$ cat src/rtl/core/bmm_pkg.sv
package bmm_pkg;

  localparam int MAX_REGIONS   = 32;
  localparam int TAG_ALIGN     = 8;
  localparam int ALIGN_BITS    = $clog2(TAG_ALIGN);
  localparam int HDR_BYTES     = 8;
  localparam int TAG_HDR_BYTES = 8;
  localparam int MAP_HDR_BYTES = 16;
  localparam int ENTRY_MIN     = 24;
  localparam int ENTRY_USED    = 20;
  localparam int ENTRY_IDX_W   = $clog2(ENTRY_USED);
  localparam int REL_W         = ENTRY_IDX_W + 1;
  localparam int WORD_BYTES    = 4;
  localparam int COUNT_W       = 6;
  localparam int QUEUE_DEPTH   = 4;
  localparam int QPTR_W        = $clog2(QUEUE_DEPTH);

  localparam logic [31:0] TYPE_END = 32'd0;
  localparam logic [31:0] TYPE_MAP = 32'd6;

  localparam logic [1:0] ACT_DATA   = 2'd0;
  localparam logic [1:0] ACT_START  = 2'd1;
  localparam logic [1:0] ACT_ABSENT = 2'd2;

  localparam logic KIND_REGION = 1'b0;
  localparam logic KIND_DONE   = 1'b1;

  typedef enum logic [1:0] {
    CMD_DATA,
    CMD_START,
    CMD_ABSENT
  } cmd_t;

  typedef enum logic [2:0] {
    PH_IDLE,
    PH_HDR,
    PH_SKIP,
    PH_TSIZE,
    PH_MAPHDR,
    PH_ENTRY
  } phase_t;

  typedef enum logic [2:0] {
    ST_OK,
    ST_ABSENT,
    ST_HDR_SMALL,
    ST_TAG_SMALL,
    ST_TAG_OVERRUN,
    ST_MAP_SMALL,
    ST_ENTRY_SMALL,
    ST_NO_MAP
  } status_t;

  typedef struct packed {
    cmd_t        cmd;
    logic [31:0] word;
  } cmd_item_t;

  typedef struct packed {
    logic               kind;
    logic [63:0]        base;
    logic [63:0]        length;
    logic [31:0]        rtype;
    status_t            status;
    logic [COUNT_W-1:0] count;
    logic               last;
  } res_t;

  typedef struct packed {
    logic [1:0] num;
    res_t       first;
    res_t       second;
  } pair_t;

endpackage

$ cat src/rtl/core/boot_memory_map_parser.sv
// Channel  Handshake              Payload
// in       in_valid / in_ready    action, data_word
// out      out_valid / out_ready  kind, region_base, region_length, region_type,
//                                 status, region_count, last
//
// The walk takes one word per cycle while the output stage can load; a word that
// closes an entry and ends the walk gives two results, presented in turn.
// A word's results go from its queue slot through the walk into the output register.
// A four-word queue sits between input and walk, so input keeps flowing while
// the output side stalls; in_ready drops only when the queue is full.
// rst (synchronous) empties the queue and output register and idles the walk.
module boot_memory_map_parser (
  input  logic                         clk,
  input  logic                         rst,
  input  logic                         in_valid,
  output logic                         in_ready,
  input  logic [1:0]                   action,
  input  logic [31:0]                  data_word,
  output logic                         out_valid,
  input  logic                         out_ready,
  output logic                         kind,
  output logic [63:0]                  region_base,
  output logic [63:0]                  region_length,
  output logic [31:0]                  region_type,
  output logic [2:0]                   status,
  output logic [bmm_pkg::COUNT_W-1:0]  region_count,
  output logic                         last
);

  logic               q_valid;
  bmm_pkg::cmd_item_t q_head;
  logic               q_pop;
  logic               can_load;
  logic               pair_load;
  bmm_pkg::pair_t     pair;

  bmm_front u_front (
    .clk        (clk),
    .rst        (rst),
    .in_valid   (in_valid),
    .in_ready   (in_ready),
    .action     (action),
    .data_word  (data_word),
    .pop        (q_pop),
    .head_valid (q_valid),
    .head       (q_head)
  );

  bmm_walk u_walk (
    .clk        (clk),
    .rst        (rst),
    .head_valid (q_valid),
    .head       (q_head),
    .pop        (q_pop),
    .can_load   (can_load),
    .pair_load  (pair_load),
    .pair       (pair)
  );

  bmm_out u_out (
    .clk           (clk),
    .rst           (rst),
    .pair_load     (pair_load),
    .pair          (pair),
    .can_load      (can_load),
    .out_valid     (out_valid),
    .out_ready     (out_ready),
    .kind          (kind),
    .region_base   (region_base),
    .region_length (region_length),
    .region_type   (region_type),
    .status        (status),
    .region_count  (region_count),
    .last          (last)
  );

`ifndef ASSERT_OFF
  a_region_ok: assert property (@(posedge clk) disable iff (rst)
    out_valid && (kind == bmm_pkg::KIND_REGION) |->
      (region_length != '0) && (status == bmm_pkg::ST_OK))
    else $error("region result with zero length or nonzero status");

  a_done_last: assert property (@(posedge clk) disable iff (rst)
    out_valid && (kind == bmm_pkg::KIND_DONE) |-> last)
    else $error("done result not marked last");

  a_absent_count: assert property (@(posedge clk) disable iff (rst)
    out_valid && (kind == bmm_pkg::KIND_DONE) && (status == bmm_pkg::ST_ABSENT) |->
      (region_count == '0))
    else $error("absent result with nonzero count");

  a_count_max: assert property (@(posedge clk) disable iff (rst)
    out_valid |-> (region_count <= bmm_pkg::COUNT_W'(bmm_pkg::MAX_REGIONS)))
    else $error("region count above limit");
`endif

endmodule

$ cat src/rtl/core/bmm_front.sv
module bmm_front (
  input  logic                 clk,
  input  logic                 rst,
  input  logic                 in_valid,
  output logic                 in_ready,
  input  logic [1:0]           action,
  input  logic [31:0]          data_word,
  input  logic                 pop,
  output logic                 head_valid,
  output bmm_pkg::cmd_item_t   head
);

  logic [bmm_pkg::QPTR_W-1:0] wr_ptr;
  logic [bmm_pkg::QPTR_W-1:0] rd_ptr;
  logic [bmm_pkg::QPTR_W:0]   fill;
  bmm_pkg::cmd_item_t         slots [bmm_pkg::QUEUE_DEPTH];
  bmm_pkg::cmd_t              cmd;
  logic                       keep;
  logic                       push;

  // unused action code is dropped here and never reaches the walk
  always_comb begin
    cmd  = bmm_pkg::CMD_DATA;
    keep = 1'b1;
    case (action)
      bmm_pkg::ACT_DATA:   cmd = bmm_pkg::CMD_DATA;
      bmm_pkg::ACT_START:  cmd = bmm_pkg::CMD_START;
      bmm_pkg::ACT_ABSENT: cmd = bmm_pkg::CMD_ABSENT;
      default:             keep = 1'b0;
    endcase
  end

  assign in_ready   = (fill != (bmm_pkg::QPTR_W + 1)'(bmm_pkg::QUEUE_DEPTH));
  assign push       = in_valid && in_ready && keep;
  assign head_valid = (fill != '0);
  assign head       = slots[rd_ptr];

  always_ff @(posedge clk) begin
    if (rst) begin
      wr_ptr <= '0;
      rd_ptr <= '0;
      fill   <= '0;
    end else begin
      if (push) begin
        wr_ptr <= wr_ptr + 1'b1;
      end
      if (pop) begin
        rd_ptr <= rd_ptr + 1'b1;
      end
      case ({push, pop})
        2'b10:   fill <= fill + 1'b1;
        2'b01:   fill <= fill - 1'b1;
        default: fill <= fill;
      endcase
    end
  end

  always_ff @(posedge clk) begin
    if (push) begin
      slots[wr_ptr].cmd  <= cmd;
      slots[wr_ptr].word <= data_word;
    end
  end

endmodule

$ cat src/rtl/core/bmm_walk.sv
module bmm_walk (
  input  logic                clk,
  input  logic                rst,
  input  logic                head_valid,
  input  bmm_pkg::cmd_item_t  head,
  output logic                pop,
  input  logic                can_load,
  output logic                pair_load,
  output bmm_pkg::pair_t      pair
);

  bmm_pkg::phase_t              phase;
  bmm_pkg::phase_t              phase_next;
  logic [29:0]                  widx;
  logic [29:0]                  widx_next;
  logic [31:0]                  total_size;
  logic [31:0]                  total_size_next;
  logic [31:0]                  total_lim;
  logic [31:0]                  total_lim_next;
  logic [31:0]                  tag_start;
  logic [31:0]                  tag_start_next;
  logic [32:0]                  tag_end;
  logic [32:0]                  tag_end_next;
  logic                         is_map;
  logic                         is_map_next;
  logic [31:0]                  entry_start;
  logic [31:0]                  entry_start_next;
  logic [32:0]                  next_start;
  logic [32:0]                  next_start_next;
  logic [31:0]                  ent_bytes;
  logic [31:0]                  ent_bytes_next;
  logic [bmm_pkg::COUNT_W-1:0]  count;
  logic [bmm_pkg::COUNT_W-1:0]  count_next;
  logic [7:0]                   ebuf      [bmm_pkg::ENTRY_USED];
  logic [7:0]                   ebuf_next [bmm_pkg::ENTRY_USED];
  logic [7:0]                   ebuf_new  [bmm_pkg::ENTRY_USED];

  logic [31:0]                  pos;
  logic [32:0]                  tag_sum;
  logic [bmm_pkg::ALIGN_BITS-1:0] pad;
  logic [33:0]                  next_tag;
  logic [32:0]                  first_end;
  logic [33:0]                  room_end;
  logic [32:0]                  u;
  logic                         win;
  logic                         close_hit;
  logic [bmm_pkg::REL_W-1:0]    rel [bmm_pkg::WORD_BYTES];
  logic [63:0]                  base;
  logic [63:0]                  len;
  logic [31:0]                  rtype;

  logic                         emit_region;
  logic                         emit_done;
  bmm_pkg::status_t             done_status;
  bmm_pkg::res_t                region_res;
  bmm_pkg::res_t                done_res;

  assign pos       = {widx, 2'b00};
  assign tag_sum   = {1'b0, tag_start} + {1'b0, head.word};
  assign pad       = bmm_pkg::ALIGN_BITS'(~head.word[bmm_pkg::ALIGN_BITS-1:0] + 1'b1);
  assign next_tag  = {2'b00, tag_start} + {2'b00, head.word} + 34'(pad);
  assign first_end = {1'b0, entry_start} + {1'b0, head.word};
  assign room_end  = {1'b0, next_start} + {2'b00, ent_bytes};

  // u is the entry-relative offset of the last byte of this word
  assign u         = {1'b0, widx, 2'b11} - {1'b0, entry_start};
  assign win       = !u[32] &&
                     (u[31:0] < 32'(bmm_pkg::ENTRY_USED + bmm_pkg::WORD_BYTES - 1));
  assign close_hit = win && (u[bmm_pkg::ENTRY_IDX_W-1:0] >=
                     bmm_pkg::ENTRY_IDX_W'(bmm_pkg::ENTRY_USED - 1));

  // drop each byte of the word into its slot of the entry buffer
  always_comb begin
    ebuf_new = ebuf;
    for (int k = 0; k < bmm_pkg::WORD_BYTES; k++) begin
      rel[k] = bmm_pkg::REL_W'(u[bmm_pkg::ENTRY_IDX_W-1:0]) + bmm_pkg::REL_W'(k)
             - bmm_pkg::REL_W'(bmm_pkg::WORD_BYTES - 1);
      if (win && (rel[k] < bmm_pkg::REL_W'(bmm_pkg::ENTRY_USED))) begin
        ebuf_new[rel[k][bmm_pkg::ENTRY_IDX_W-1:0]] = head.word[8*k +: 8];
      end
    end
  end

  always_comb begin
    for (int j = 0; j < 8; j++) begin
      base[8*j +: 8] = ebuf_new[j];
      len[8*j +: 8]  = ebuf_new[8 + j];
    end
    for (int j = 0; j < 4; j++) begin
      rtype[8*j +: 8] = ebuf_new[16 + j];
    end
  end

  always_comb begin
    phase_next       = phase;
    widx_next        = widx;
    total_size_next  = total_size;
    total_lim_next   = total_lim;
    tag_start_next   = tag_start;
    tag_end_next     = tag_end;
    is_map_next      = is_map;
    entry_start_next = entry_start;
    next_start_next  = next_start;
    ent_bytes_next   = ent_bytes;
    count_next       = count;
    ebuf_next        = ebuf;
    emit_region      = 1'b0;
    emit_done        = 1'b0;
    done_status      = bmm_pkg::ST_OK;

    case (head.cmd)
      bmm_pkg::CMD_ABSENT: begin
        count_next  = '0;
        emit_done   = 1'b1;
        done_status = bmm_pkg::ST_ABSENT;
        phase_next  = bmm_pkg::PH_IDLE;
      end
      bmm_pkg::CMD_START: begin
        widx_next       = 30'd1;
        count_next      = '0;
        total_size_next = head.word;
        total_lim_next  = head.word - 32'(bmm_pkg::TAG_HDR_BYTES);
        if (head.word < 32'(bmm_pkg::HDR_BYTES)) begin
          emit_done   = 1'b1;
          done_status = bmm_pkg::ST_HDR_SMALL;
          phase_next  = bmm_pkg::PH_IDLE;
        end else begin
          phase_next = bmm_pkg::PH_HDR;
        end
      end
      default: begin
        widx_next = widx + 1'b1;
        case (phase)
          bmm_pkg::PH_HDR: begin
            if (total_size < 32'(bmm_pkg::HDR_BYTES + bmm_pkg::TAG_HDR_BYTES)) begin
              emit_done   = 1'b1;
              done_status = bmm_pkg::ST_NO_MAP;
              phase_next  = bmm_pkg::PH_IDLE;
            end else begin
              tag_start_next = 32'(bmm_pkg::HDR_BYTES);
              phase_next     = bmm_pkg::PH_SKIP;
            end
          end
          bmm_pkg::PH_SKIP: begin
            // tag starts are word aligned, so only a whole type word can match
            if (pos == tag_start) begin
              is_map_next = (head.word == bmm_pkg::TYPE_MAP);
              if (head.word == bmm_pkg::TYPE_END) begin
                emit_done   = 1'b1;
                done_status = bmm_pkg::ST_NO_MAP;
                phase_next  = bmm_pkg::PH_IDLE;
              end else begin
                phase_next = bmm_pkg::PH_TSIZE;
              end
            end
          end
          bmm_pkg::PH_TSIZE: begin
            if (head.word < 32'(bmm_pkg::TAG_HDR_BYTES)) begin
              emit_done   = 1'b1;
              done_status = bmm_pkg::ST_TAG_SMALL;
              phase_next  = bmm_pkg::PH_IDLE;
            end else if (tag_sum > {1'b0, total_size}) begin
              emit_done   = 1'b1;
              done_status = bmm_pkg::ST_TAG_OVERRUN;
              phase_next  = bmm_pkg::PH_IDLE;
            end else if (is_map) begin
              if (head.word < 32'(bmm_pkg::MAP_HDR_BYTES)) begin
                emit_done   = 1'b1;
                done_status = bmm_pkg::ST_MAP_SMALL;
                phase_next  = bmm_pkg::PH_IDLE;
              end else begin
                tag_end_next     = tag_sum;
                entry_start_next = tag_start + 32'(bmm_pkg::MAP_HDR_BYTES);
                phase_next       = bmm_pkg::PH_MAPHDR;
              end
            end else if (next_tag > {2'b00, total_lim}) begin
              // no room for another tag header
              emit_done   = 1'b1;
              done_status = bmm_pkg::ST_NO_MAP;
              phase_next  = bmm_pkg::PH_IDLE;
            end else begin
              tag_start_next = next_tag[31:0];
              phase_next     = bmm_pkg::PH_SKIP;
            end
          end
          bmm_pkg::PH_MAPHDR: begin
            if (head.word < 32'(bmm_pkg::ENTRY_MIN)) begin
              emit_done   = 1'b1;
              done_status = bmm_pkg::ST_ENTRY_SMALL;
              phase_next  = bmm_pkg::PH_IDLE;
            end else if (first_end > tag_end) begin
              emit_done   = 1'b1;
              done_status = bmm_pkg::ST_OK;
              phase_next  = bmm_pkg::PH_IDLE;
            end else begin
              ent_bytes_next  = head.word;
              next_start_next = first_end;
              phase_next      = bmm_pkg::PH_ENTRY;
            end
          end
          bmm_pkg::PH_ENTRY: begin
            ebuf_next = ebuf_new;
            if (close_hit) begin
              if (len != '0) begin
                count_next  = count + 1'b1;
                emit_region = 1'b1;
              end
              if ((count_next >= bmm_pkg::COUNT_W'(bmm_pkg::MAX_REGIONS)) ||
                  (room_end > {1'b0, tag_end})) begin
                emit_done   = 1'b1;
                done_status = bmm_pkg::ST_OK;
                phase_next  = bmm_pkg::PH_IDLE;
              end else begin
                entry_start_next = next_start[31:0];
                next_start_next  = room_end[32:0];
              end
            end
          end
          default: begin
            // idle: words are ignored
          end
        endcase
      end
    endcase

    region_res.kind   = bmm_pkg::KIND_REGION;
    region_res.base   = base;
    region_res.length = len;
    region_res.rtype  = rtype;
    region_res.status = bmm_pkg::ST_OK;
    region_res.count  = count_next;
    region_res.last   = !emit_done;

    done_res.kind   = bmm_pkg::KIND_DONE;
    done_res.base   = '0;
    done_res.length = '0;
    done_res.rtype  = '0;
    done_res.status = done_status;
    done_res.count  = count_next;
    done_res.last   = 1'b1;

    pair.num    = {1'b0, emit_region} + {1'b0, emit_done};
    pair.first  = emit_region ? region_res : done_res;
    pair.second = done_res;
  end

  // advance when the word gives nothing or the output stage takes its results
  assign pop       = head_valid && ((pair.num == 2'd0) || can_load);
  assign pair_load = head_valid && (pair.num != 2'd0) && can_load;

  always_ff @(posedge clk) begin
    if (rst) begin
      phase <= bmm_pkg::PH_IDLE;
      widx  <= '0;
      count <= '0;
    end else if (pop) begin
      phase <= phase_next;
      widx  <= widx_next;
      count <= count_next;
    end
  end

  always_ff @(posedge clk) begin
    if (pop) begin
      total_size  <= total_size_next;
      total_lim   <= total_lim_next;
      tag_start   <= tag_start_next;
      tag_end     <= tag_end_next;
      is_map      <= is_map_next;
      entry_start <= entry_start_next;
      next_start  <= next_start_next;
      ent_bytes   <= ent_bytes_next;
      ebuf        <= ebuf_next;
    end
  end

endmodule

$ cat src/rtl/core/bmm_out.sv
module bmm_out (
  input  logic                         clk,
  input  logic                         rst,
  input  logic                         pair_load,
  input  bmm_pkg::pair_t               pair,
  output logic                         can_load,
  output logic                         out_valid,
  input  logic                         out_ready,
  output logic                         kind,
  output logic [63:0]                  region_base,
  output logic [63:0]                  region_length,
  output logic [31:0]                  region_type,
  output logic [2:0]                   status,
  output logic [bmm_pkg::COUNT_W-1:0]  region_count,
  output logic                         last
);

  bmm_pkg::res_t cur;
  bmm_pkg::res_t nxt;
  logic          cur_valid;
  logic          nxt_valid;
  logic          take;

  assign take     = cur_valid && out_ready;
  // the second slot is only ever filled together with the first
  assign can_load = !cur_valid || (out_ready && !nxt_valid);

  always_ff @(posedge clk) begin
    if (rst) begin
      cur_valid <= 1'b0;
      nxt_valid <= 1'b0;
    end else if (pair_load) begin
      cur_valid <= 1'b1;
      nxt_valid <= (pair.num == 2'd2);
    end else if (take) begin
      cur_valid <= nxt_valid;
      nxt_valid <= 1'b0;
    end
  end

  always_ff @(posedge clk) begin
    if (pair_load) begin
      cur <= pair.first;
      nxt <= pair.second;
    end else if (take) begin
      cur <= nxt;
    end
  end

  assign out_valid     = cur_valid;
  assign kind          = cur.kind;
  assign region_base   = cur.base;
  assign region_length = cur.length;
  assign region_type   = cur.rtype;
  assign status        = cur.status;
  assign region_count  = cur.count;
  assign last          = cur.last;

endmodule

$ cat config.mk
export PLATFORM = sky130hd
export DESIGN_NAME = boot_memory_map_parser
export DESIGN_NICKNAME = d
export VERILOG_FILES = /design/src/rtl/core/bmm_pkg.sv /design/src/rtl/core/boot_memory_map_parser.sv /design/src/rtl/core/bmm_front.sv /design/src/rtl/core/bmm_walk.sv /design/src/rtl/core/bmm_out.sv
export SDC_FILE = /design/constraint.sdc
export NUM_CORES = 2
export LEC_CHECK = 0
export BUFFER_PORTS_ARGS = -buffer_cell sky130_fd_sc_hd__buf_2
export CORE_ASPECT_RATIO = 0.5
export CORE_MARGIN = 5
export CORE_UTILIZATION = 58
export CTS_CLUSTER_DIAMETER = 50
export DETAILED_ROUTE_END_ITERATION = 12
export PLACE_DENSITY_LB_ADDON = 0.12
export SETUP_SLACK_MARGIN = 0.5
export SYNTH_ARGS = -nofsm -noshare
export SYNTH_HDL_FRONTEND = slang
export SYNTH_SLANG_ARGS = --single-unit
$ cat constraint.sdc
create_clock -name clk -period 29 [get_ports clk]
set_input_delay 0 -clock clk [delete_from_list [all_inputs] [get_ports clk]]
set_output_delay 0 -clock clk [all_outputs]
set_load 0.005 [all_outputs]
==> summary.txt <==
Worst-case clock buffer depth - 3
Inserted Clock Buffers - 74
Vias in the first global route - 39400
Post-synth EDFFs - 700
Reg-to-reg setup timing slack - 15.69 ns
Die width - 414 um
Seq/Total Area, Yosys - 46.5%
Shortest period the worst path allows - 13.31 ns
DRC violations left - 0
Finish-stage setup viols - 0
Worst Skew - 0.0511 ns
Setup Fix Bufs, Post-CTS - 0
Row count - 74
Fin cells - 6238
Hold Crit Start - data_word[29]
Post-synth ARST share - 0%
Final setup TNS - 0 ns
Die Area - 87800 um2
Reg2reg path depth - 34
Clock power frac - 19.1%
Clock latency on the worst-skew pair - 0.71 ns
Gate Count Post-Synth - 4862
Internal - 0.00281 W
Maxcap violations - 0
Nets - 5390
Worst Hold End - u_front.slots[2][29]
Worst Path Required - 29.32 ns
Final ANT Viol Nets - 0
RSZ-0062 raised after global routing - no
VDD IR-drop max - 0.0739 mV
Run status - completed
Least-Margin Pin Slew - 1.43 ns
WL/cell - 27.9 um
Ys flop type - edfxtp_1
Total chip power - 0.00525 W
Worst hold path type - in -> reg
Number of antenna violations at the first check in global routing - 12
Power per cell area - 99.4 nW/um2
Switching power - 0.00244 W
CP arrival - 13.63 ns
CTS tree - yes
Boundary Pins - 211
Post-Syn Nets - 5181
Sequential share of power - 28.7%
Cell area after synthesis - 47400 um2
Max Freq - 75.2 MHz
Cell count after placement - 6059
Max incr delay on CP - 1.08 ns
Mapped Avg Cell Area - 9.74 um2
Sw Ratio - 46.5%
Initial DRC Count - 6266
Die Height - 212 um
Slew Limit Fails - 0
First-pass GRT wire length - 254000 um
R2R Path End - u_walk.ebuf[118]
Layout area overhead - 11.5%
Hold_ws - 0.0394 ns
Setup ws final - 15.69 ns
Most frequent CP cell - o21ai_0
# port buffers - 210
Vias per inst - 6.72
Starting density of the core - 58.3%
Core Region - 81300 um2
Crit Path Max Fanout - 69
Final hold vios - 0
Crit Path Category - reg -> reg
Warning count from the yosys run - 0
Synth cell types - 96
Root Driver - clkbuf_16
Hold path cells - 2
Seq cells post-synth - 750
CTS clk-pin slew, worst paths - 0.08 ns
Layout cells sized above 1 - 11.6%
Grt ovf - 0
GPL Wtd Cong - 1.04
Final period utilization - 45.9%
Largest net degree at the start of global routing - 126
Slowest cell on the critical path - o21ai_1
Max transition margin - 4.23%
Crit end category - flip-flop
Combinational group share of total power - 52.2%
Via count - 41900
CTS H-tree depth - 3
Post-DP HPWL - 126000 um
Static Leak - 19.9 nW
Critical Path Start Type - flip-flop
Final wirelength - 174000 um
DRT Pass-1 Iters - 7
Clock sinks - 750
DP Worst Slack - 16.14 ns
Total global-route track usage - 38.4%
logic make-up (layout without fill, tap and decap cells):
family | count (synthesis) | in the layout | synth area share (%)
buf+inv | 511 | 782 | 4.14
simple gates | 1675 | 1675 | 17.5
compound gates | 1325 | 1325 | 18.0
other cells | 0 | 3 | 0
xor+xnor | 214 | 214 | 3.96
mux | 106 | 106 | 2.43
fa+ha+maj | 281 | 281 | 7.52
flops | 750 | 750 | 46.5
critical path: cells and delay by family, from the launching register on:
kind	cells	cell delay, ns
AND/OR/NAND/NOR	8	2.79
AO/OA/AOI/OAI	17	5.05
flip-flops	1	1.04
buffers and inverters	4	2.02
adder cells (fa/ha/maj)	2	0.81
multiplexers	1	0.43
XOR/XNOR	2	0.67
layer usage:
layer / vias up / wire length [um] / track usage (%)
met5: - / 41 / 0
met4: 6 / 8140 / 15.5
met1: 20100 / 68500 / 52.6
met2: 2840 / 72100 / 56.2
met3: 556 / 25400 / 13.1
li1: 18500 / - / -
Yosys cell counts (57+ instances only):
| master | count | share of area, % |
|---|---|---|
| nand2_1 | 503 | 4.0 |
| nand3_1 | 95 | 1.0 |
| o211ai_1 | 86 | 1.4 |
| edfxtp_1 | 700 | 44 |
| ha_1 | 275 | 7.3 |
| nor3_1 | 110 | 1.2 |
| a21oi_1 | 337 | 3.6 |
| xor2_1 | 71 | 1.3 |
| clkbuf_1 | 196 | 1.6 |
| a211oi_1 | 106 | 1.7 |
| nand4_1 | 74 | 0.98 |
| nor2b_1 | 57 | 0.75 |
| and2_1 | 202 | 2.7 |
| a21o_1 | 78 | 1.2 |
| inv_1 | 258 | 2.0 |
| xnor2_1 | 143 | 2.6 |
| o21ai_0 | 282 | 3.0 |
| nor2_1 | 368 | 2.9 |
state kept, by name, indices dropped and copies added, names as in the netlist, 3 cells and up, named ones only:
| register | count |
|---|---|
| u_walk.entry_start | 32 |
| u_out.status | 3 |
| u_out.region_type | 32 |
| u_walk.total_lim | 32 |
| u_walk.ebuf | 160 |
| u_walk.count | 6 |
| u_walk.next_start | 33 |
| u_walk.ent_bytes | 32 |
| u_walk.total_size | 29 |
| u_walk.widx | 30 |
| u_out.region_length | 64 |
| u_walk.tag_start | 32 |
| u_front.slots | 136 |
| u_out.region_count | 6 |
| u_walk.tag_end | 33 |
| u_out.region_base | 64 |
| u_out.nxt | 9 |
| u_front.fill | 3 |
| u_walk.phase | 3 |
worst max-delay path by stage:
stage / from / end / cells past startpoint
global route: flip-flop / u_walk.ebuf[118] / 34
finish: flip-flop / u_walk.ebuf[118] / 34
CTS: flip-flop / u_walk.ebuf[21] / 38
global placement: flip-flop / u_walk.ebuf[118] / 34
detailed placement: flip-flop / u_walk.ebuf[118] / 38
floorplan: flip-flop / u_walk.ebuf[0] / 42
area by class of cell:
cell class / instances / area, um2
clock inverter: 57 / 579
inverter: 274 / 1030
antenna: 3 / 7.51
tap: 1102 / 1380
fill: 6698 / 28500
timing repair buffer: 370 / 2350
multi-input combinational: 3601 / 23600
clock buffer: 81 / 1910
sequential: 750 / 22000
power by group through the flow:
stage / Combinational [W] / Clock (W) / Sequential (W)
after CTS: 0.00261 / 0.00101 / 0.00151
after floorplan: 0.00154 / 0 / 0.00153
after global routing: 0.00288 / 0.00106 / 0.00152
after detailed placement: 0.00259 / 0 / 0.00153
final: 0.00274 / 0.00100 / 0.00151
after global placement: 0.00255 / 0 / 0.00152
placed cells by master (no fill, tap or decap), types with 35 or more instances in the layout:
cell type,synthesis,routed
nand2b_1,41,41
o21a_1,35,35
edfxtp_1,700,700
mux2i_1,51,51
and3_1,50,49
a211oi_1,106,106
nor4_1,51,49
nand3_1,95,95
o21ai_0,282,279
and2_1,202,202
buf_2,18,210
clkbuf_16,0,75
nand4_1,74,74
dlygate4sd3_1,0,38
nand2_1,503,502
a31oi_1,47,47
nor2_1,368,363
a21oi_1,337,337
o22ai_1,35,35
ha_1,275,275
inv_1,258,257
a21o_1,78,78
xnor2_1,143,143
xor2_1,71,71
dfxtp_1,50,48
nor3_1,110,104
o211ai_1,86,86
mux2_2,53,53
buf_4,3,122
nor2b_1,57,57
per-stage QoR:
stage,utilization [%],instance area [um2]
floorplan,-,47400
global route,65.0,52800
CTS,65.0,52800
detailed placement,61.4,49900
global placement,61.4,49900
finish,65.0,52800
repair_timing:
action / 4_1_cts / 5_1_grt
hold buffers: 38 / 0
hold endpoints to repair: 167 / 0
gates resized for setup: 0 / 0
Note: power is estimated with default switching activity, not from simulation.
